$ cat src/rtl/ovn_pkg.sv
// Package for the octave value noise block: widths, reset values, codes.
// No dependencies.
`default_nettype none
package ovn_pkg;
  localparam int unsigned MaxOctaves = 16;
  localparam logic [1:0] RegSeed = 2'd0;
  localparam logic [1:0] RegPers = 2'd1;
  localparam logic [1:0] RegOct  = 2'd2;
  localparam logic [30:0] SeedReset = 31'd1;
  localparam logic [16:0] PersReset = 17'd32768;
  localparam logic [4:0]  OctReset  = 5'd4;
  localparam logic [31:0] HashK1 = 32'd15731;
  localparam logic [31:0] HashK2 = 32'd789221;
  localparam logic [31:0] HashK3 = 32'd1376312589;
endpackage
`default_nettype wire

$ cat src/rtl/ovn_mul.sv
// Shared 32x32 multiplier with registered low-word product.
// Used by the top level sequencer; no package dependency.
`default_nettype none
module ovn_mul (
  input  wire logic        clk_i,
  input  wire logic [31:0] a_i,
  input  wire logic [31:0] b_i,
  output logic      [31:0] p_o
);
  logic [31:0] p_q;
  always_ff @(posedge clk_i) begin
    p_q <= a_i * b_i;
  end
  assign p_o = p_q;
endmodule
`default_nettype wire

$ cat src/rtl/octave_value_noise_2d.sv
// Top level of the octave value noise block: config, sequencer, accumulator.
// Depends on ovn_pkg and ovn_mul.
// Each octave hashes the nine neighbours of its point in the states PT, M1 to M6 and ACC, then
// weights the sum in AMP and AMP2; done_o is high in S_FIN, after S_OUT ends the last octave.
// A new start is taken only when idle, after the last result; the shared 32x32 multiplier sets this.
// Reset: seed 1, persistence 0.5, four octaves; idle. The receiver cannot stall results.
`default_nettype none
module octave_value_noise_2d #(
  parameter int unsigned MAX_OCTAVES = ovn_pkg::MaxOctaves
) (
  input  wire logic               clk_i,
  input  wire logic               rst_ni,
  input  wire logic               start,
  output logic                    busy,
  input  wire logic signed [31:0] x_coord_i,
  input  wire logic signed [31:0] y_coord_i,
  output logic                    done_o,
  output logic signed [31:0]      height_o,
  input  wire logic               cfg_valid_i,
  output logic                    cfg_ready_o,
  input  wire logic [1:0]         cfg_index_i,
  input  wire logic [31:0]        cfg_data_i
);
  localparam int unsigned OW = $clog2(MAX_OCTAVES + 1);
  localparam logic [OW-1:0] MaxOct = OW'(MAX_OCTAVES);

  localparam logic [3:0] S_IDLE = 4'd0, S_OCT = 4'd1, S_PT = 4'd2, S_M1 = 4'd3,
    S_M2 = 4'd4, S_M3 = 4'd5, S_M4 = 4'd6, S_M5 = 4'd7, S_M6 = 4'd8,
    S_ACC = 4'd9, S_AMP = 4'd10, S_AMP2 = 4'd11, S_OUT = 4'd12, S_FIN = 4'd13;

  logic [30:0] seed_q, seedc_q;
  logic [16:0] pers_q;
  logic [4:0]  oct_q;
  logic [3:0]  st_q, st_d;
  logic [31:0] px_q, py_q, n_q, t_q;
  logic [30:0] a_q;
  logic [OW-1:0] cnt_q, lim_q;
  logic [1:0]  dx_q, dy_q;
  logic [16:0] amp_q, persc_q, amp_d;
  logic signed [38:0] sm_q;
  logic signed [63:0] tot_q;
  logic signed [31:0] h_q;
  logic done_q;
  logic cfg_we;
  logic [31:0] ma, mb, mp;
  logic [31:0] qx, qy, n0, nb;
  logic [30:0] hv;
  logic signed [31:0] nz;
  logic signed [38:0] wt;
  logic signed [56:0] wamp;
  logic signed [63:0] q;

  ovn_mul u_mul (.clk_i(clk_i), .a_i(ma), .b_i(mb), .p_o(mp));

  assign busy = (st_q != S_IDLE);
  assign cfg_ready_o = (st_q == S_IDLE);
  assign cfg_we = cfg_valid_i && cfg_ready_o;
  assign done_o = done_q;
  assign height_o = h_q;

  // Neighbor offsets dx, dy run over 0..2 and stand for -1, 0, +1.
  always_comb begin
    qx = px_q + 32'(dx_q) - 32'd1;
    qy = py_q + 32'(dy_q) - 32'd1;
    n0 = qx + ((qy << 6) - (qy << 3) + qy);
    nb = (n0 << 13) ^ n0;
    hv = mp[30:0] + a_q;
    nz = 32'sh4000_0000 - $signed({1'b0, hv});
    unique case ({dx_q == 2'd1, dy_q == 2'd1})
      2'b11:   wt = 39'(nz) <<< 2;
      2'b10,
      2'b01:   wt = 39'(nz) <<< 1;
      default: wt = 39'(nz);
    endcase
    wamp = sm_q * $signed({1'b0, amp_q});
    // Only one times one overflows the low product word; it leaves the amplitude as is.
    amp_d = (amp_q[16] && persc_q[16]) ? amp_q : {1'b0, mp[31:16]};
    q = tot_q >>> 26;
  end

  always_comb begin
    ma = n_q;
    mb = n_q;
    unique case (st_q)
      S_M2:  begin ma = mp; mb = ovn_pkg::HashK1; end
      S_M3:  begin ma = mp; mb = {1'b0, seedc_q}; end
      S_M4:  begin ma = {1'b0, seedc_q}; mb = ovn_pkg::HashK2; end
      S_M5:  begin ma = {1'b0, seedc_q}; mb = ovn_pkg::HashK3; end
      S_M6:  begin ma = n_q; mb = t_q; end
      S_AMP: begin ma = {15'd0, amp_q}; mb = {15'd0, persc_q}; end
      default: ;
    endcase
  end

  always_comb begin
    st_d = st_q;
    unique case (st_q)
      S_IDLE: if (start) st_d = S_OCT;
      S_OCT:  st_d = (cnt_q == lim_q) ? S_OUT : S_PT;
      S_PT:   st_d = S_M1;
      S_M1:   st_d = S_M2;
      S_M2:   st_d = S_M3;
      S_M3:   st_d = S_M4;
      S_M4:   st_d = S_M5;
      S_M5:   st_d = S_M6;
      S_M6:   st_d = S_ACC;
      S_ACC:  st_d = (dx_q == 2'd2 && dy_q == 2'd2) ? S_AMP : S_PT;
      S_AMP:  st_d = S_AMP2;
      S_AMP2: st_d = S_OCT;
      S_OUT:  st_d = S_FIN;
      S_FIN:  st_d = S_IDLE;
      default: st_d = S_IDLE;
    endcase
  end

  always_ff @(posedge clk_i or negedge rst_ni) begin
    if (!rst_ni) begin
      st_q    <= S_IDLE;
      done_q  <= 1'b0;
      seed_q  <= ovn_pkg::SeedReset;
      pers_q  <= ovn_pkg::PersReset;
      oct_q   <= ovn_pkg::OctReset;
      seedc_q <= '0;
      px_q    <= '0;
      py_q    <= '0;
      n_q     <= '0;
      t_q     <= '0;
      a_q     <= '0;
      cnt_q   <= '0;
      lim_q   <= '0;
      dx_q    <= '0;
      dy_q    <= '0;
      amp_q   <= '0;
      persc_q <= '0;
      sm_q    <= '0;
      tot_q   <= '0;
      h_q     <= '0;
    end else begin
      st_q   <= st_d;
      done_q <= (st_q == S_OUT);
      if (cfg_we) begin
        unique case (cfg_index_i)
          ovn_pkg::RegSeed: seed_q <= cfg_data_i[30:0];
          ovn_pkg::RegPers: pers_q <= cfg_data_i[16:0];
          ovn_pkg::RegOct:  oct_q  <= cfg_data_i[4:0];
          default: ;
        endcase
      end
      // Hash steps: t holds n*n*K1*s and then adds K2*s; a holds K3*s for the last sum.
      unique case (st_q)
        S_IDLE: begin
          px_q <= x_coord_i;
          py_q <= y_coord_i;
          seedc_q <= seed_q;
          cnt_q <= '0;
          lim_q <= (32'(oct_q) > 32'(MaxOct)) ? MaxOct : OW'(oct_q);
          persc_q <= (pers_q > 17'd65536) ? 17'd65536 : pers_q;
          amp_q <= 17'd65536;
          tot_q <= '0;
          sm_q <= '0;
          dx_q <= '0;
          dy_q <= '0;
        end
        S_OCT: begin
          dx_q <= '0;
          dy_q <= '0;
          sm_q <= '0;
        end
        S_PT:  n_q <= nb;
        S_M4:  t_q <= mp;
        S_M5:  t_q <= t_q + mp;
        S_M6:  a_q <= mp[30:0];
        S_ACC: begin
          sm_q <= sm_q + wt;
          if (dx_q == 2'd2) begin
            dx_q <= '0;
            dy_q <= dy_q + 2'd1;
          end else begin
            dx_q <= dx_q + 2'd1;
          end
        end
        S_AMP: tot_q <= tot_q + 64'(wamp);
        S_AMP2: begin
          amp_q <= amp_d;
          cnt_q <= cnt_q + OW'(1);
          px_q <= px_q << 1;
          py_q <= py_q << 1;
        end
        S_OUT: begin
          if (q > 64'sh7fff_ffff) h_q <= 32'sh7fff_ffff;
          else if (q < -64'sh8000_0000) h_q <= 32'sh8000_0000;
          else h_q <= q[31:0];
        end
        default: ;
      endcase
    end
  end
endmodule
`default_nettype wire

$ cat config.mk
export PLATFORM = sky130hd
export DESIGN_NAME = octave_value_noise_2d
export DESIGN_NICKNAME = d
export VERILOG_FILES = /design/src/rtl/ovn_pkg.sv /design/src/rtl/ovn_mul.sv /design/src/rtl/octave_value_noise_2d.sv
export SDC_FILE = /design/constraint.sdc
export NUM_CORES = 2
export LEC_CHECK = 0
export BUFFER_PORTS_ARGS = -buffer_cell sky130_fd_sc_hd__buf_2
export CORE_MARGIN = 1.5
export CORE_UTILIZATION = 60
export DETAILED_ROUTE_END_ITERATION = 6
export GPL_ROUTABILITY_DRIVEN = 0
export HOLD_SLACK_MARGIN = 0.05
export PLACE_DENSITY = 0.74
export SLEW_MARGIN = 20
export SYNTH_ARGS = -nofsm -noshare
export SYNTH_HDL_FRONTEND = slang
export SYNTH_SLANG_ARGS = --single-unit
export TNS_END_PERCENT = 5
$ cat constraint.sdc
create_clock -name clk_i -period 20.5 [get_ports clk_i]
set_clock_uncertainty 0.1 [all_clocks]
set_input_delay 4.1 -clock clk_i [delete_from_list [all_inputs] [get_ports clk_i]]
set_output_delay 4.1 -clock clk_i [all_outputs]
set_load 0.01 [all_outputs]
==> impl_metrics.tcl <==
set metrics [dict create \
    yosysSeqAreaShare_pct 16.4 \
    setup_viol 0 \
    wl_mm 189 \
    ys.flop_type "dfrtp_1" \
    core-area_um2 115000 \
    yosys_warnings 0 \
    drt_iter0_drc 5304 \
    grt_overflow 0 \
    path_class "reg -> reg" \
    fmax_ghz 0.0923 \
    drive_gt1_share_pct 6.71 \
    outcome "finished with violations" \
    cpMostUsedCell "fa_1" \
    dp.cells 9148 \
    syn-cell-area_um2 69700 \
    path_delay_family "adder cells" \
    ctsResizeCount 0 \
    yosys.area.top_type "fa_1" \
    cts.reportedPaths.clkPinSlew_ns 0.07 \
    path_max_fanout 55 \
    setup_tns_ns 0 \
    final_util_pct 64.3 \
    hold_class "reg -> reg" \
    ys_top_cells_by_area "fa_1, dfrtp_1, ha_1" \
    rsz0062_at_grt "no" \
    initial_core_util_pct 60.7 \
    avgSynthCellArea_um2 8.98 \
    synth.distinct_cells 97 \
    synth-seq-cells 463 \
    die_h_um 344 \
    worst-path-buf-inv 6 \
    arrival_ns 11.34 \
    max_stage_delay_ns 0.94 \
    finalMaxSlewViolations 0 \
    die_w_um 344 \
    endpoint_kind "register" \
    grt_first_pass_wirelength_mm 304 \
    synthDominantCellAreaShare_pct 33.8 \
    hold_viol_final 0 \
    cts_made_buffers 56 \
    cts_tree "done" \
    synth_edf_count 0 \
    worstMarginPinSlew_ns 1.13 \
    area_growth_syn_to_layout_pct 5.97 \
    die_area_um2 118000 \
    finalCritPeriodShare_pct 52.9 \
    grt_max_degree 171 \
    rows 124 \
    fillers 9466 \
    viasPerCell 5.92 \
    dp_hpwl_mm 147 \
    multi_input_area_um2 51900 \
    violations "design-rule violations" \
    fin_crit_ns 10.84 \
    io_pins 137 \
    antenna_found_initial 25 \
    fin_nets 9422 \
    cts_setup_buffers 0 \
    clockBufferDepth 3 \
    cts_htree_levels 2 \
    clockRootBuffer "clkbuf_16" \
    fin_area_um2 73800 \
    timing.slew.headroom_pct 24.4 \
    drc_errors 4 \
    port_buffers 135 \
    clock-sinks 463 \
    max_cap_viol_count 0 \
    timing.critical_path.required_ns 21.00 \
    synthArstFlopShare_pct 93.1 \
    synth_most_common_cell "inv_1" \
    grt_pass1_vias 55875 \
    ant_nets 0 \
    num_vias 54893 \
    syn-num-nets 9487 \
    synthTopCellsByCount "inv_1, fa_1, nand2_1" \
    clk_latency_ns 0.73 \
    grt_use_total_pct 33.0 \
    stdcell_count 9269 \
    postPlaceCellArea_um2 71800 \
    cts_hold_buf 0 \
    regArea_um2 11400 \
    start_kind "register" \
    wire_per_inst_um 20.4 \
    drtPass1Iterations 7 \
    cpMaxStageDelayCell "nor3_4" \
    syn_inst 7760 \
]
-- logic make-up after synthesis --
group	count (synthesis)	share of synthesized area [%]
AO/OA/AOI/OAI	1188	11.4
XOR/XNOR	334	4.25
adder cells (fa/ha/maj)	1625	41.9
buffers and inverters	1727	9.34
flip-flops	463	16.4
multiplexers	138	2.15
AND/OR/NAND/NOR	2285	14.6
-- layout by cell type (no fill, tap or decap), types with 134 or more instances in the layout --
master and instances:
o21ai_0 313, dfrtp_1 427, fa_1 1176, nor2_1 563, buf_2 134, a21o_1 134
xnor2_1 214, nand2_1 1058, ha_1 448, and2_1 272, a21oi_1 248, inv_1 1358
-- state kept, by name, summed over array words and instances (netlist names), 4 cells and up --
register   count
u_mul.p_o     32
st_q           4
pers_q        17
tot_q         64
seed_q        31
n_q           32
sm_q          39
px_q          32
cnt_q          5
oct_q          5
seedc_q       31
persc_q       17
t_q           32
lim_q          5
a_q           31
height_o      32
amp_q         17
py_q          32
-- final cells by class --
type / instances / area share (%)
multi-input combinational: 5570 / 70.3
sequential: 463 / 15.5
inverter: 1359 / 6.91
tap: 1512 / 2.56
clock buffer: 73 / 2.12
timing repair buffer: 245 / 2.06
clock inverter: 30 / 0.515
antenna: 17 / 0.0576
-- tightest hold or removal path, cell delays in order (launching register included) --
cell	delay, ns
dfrtp_1	0.34
nand2_1	0.06
nand2_1	0.05
-- worst paths after layout --
kind | from | endpoint | slack [ns] | depth (start not counted)
min reg2reg | seed_q[9] | seedc_q[9] | 0.33 | 2
max reg2reg | st_q[3] | u_mul.p_o[31] | 9.66 | 33
min | seed_q[9] | seedc_q[9] | 0.33 | 2
max | st_q[3] | u_mul.p_o[31] | 9.66 | 33
max in group asynchronous | rst_ni | persc_q[10] | 14.94 | 3
min in group asynchronous | rst_ni | tot_q[25] | 3.31 | 1
-- routing by layer --
layer / vias to the layer above / GRT usage [%] / part of all wire [%]
met3: 547 / 7.19 / 9.7
li1: 24313 / - / -
met1: 27538 / 44.1 / 40
met5: - / 0 / 0.011
met4: 4 / 15.4 / 5.2
met2: 2491 / 51.7 / 45
-- through the flow --
step / setup slack [ns] / hold slack [ns]
final: 9.66 / 0.327
after global routing: 9.20 / 0.394
after CTS: 9.84 / 0.342
after detailed placement: 9.90 / 0.345
after global placement: 9.97 / 0.344
after floorplan: 11.44 / 0.335
Power is not shown: default switching activity piles up to over one toggle a cycle in this logic, so the estimate is an artifact.
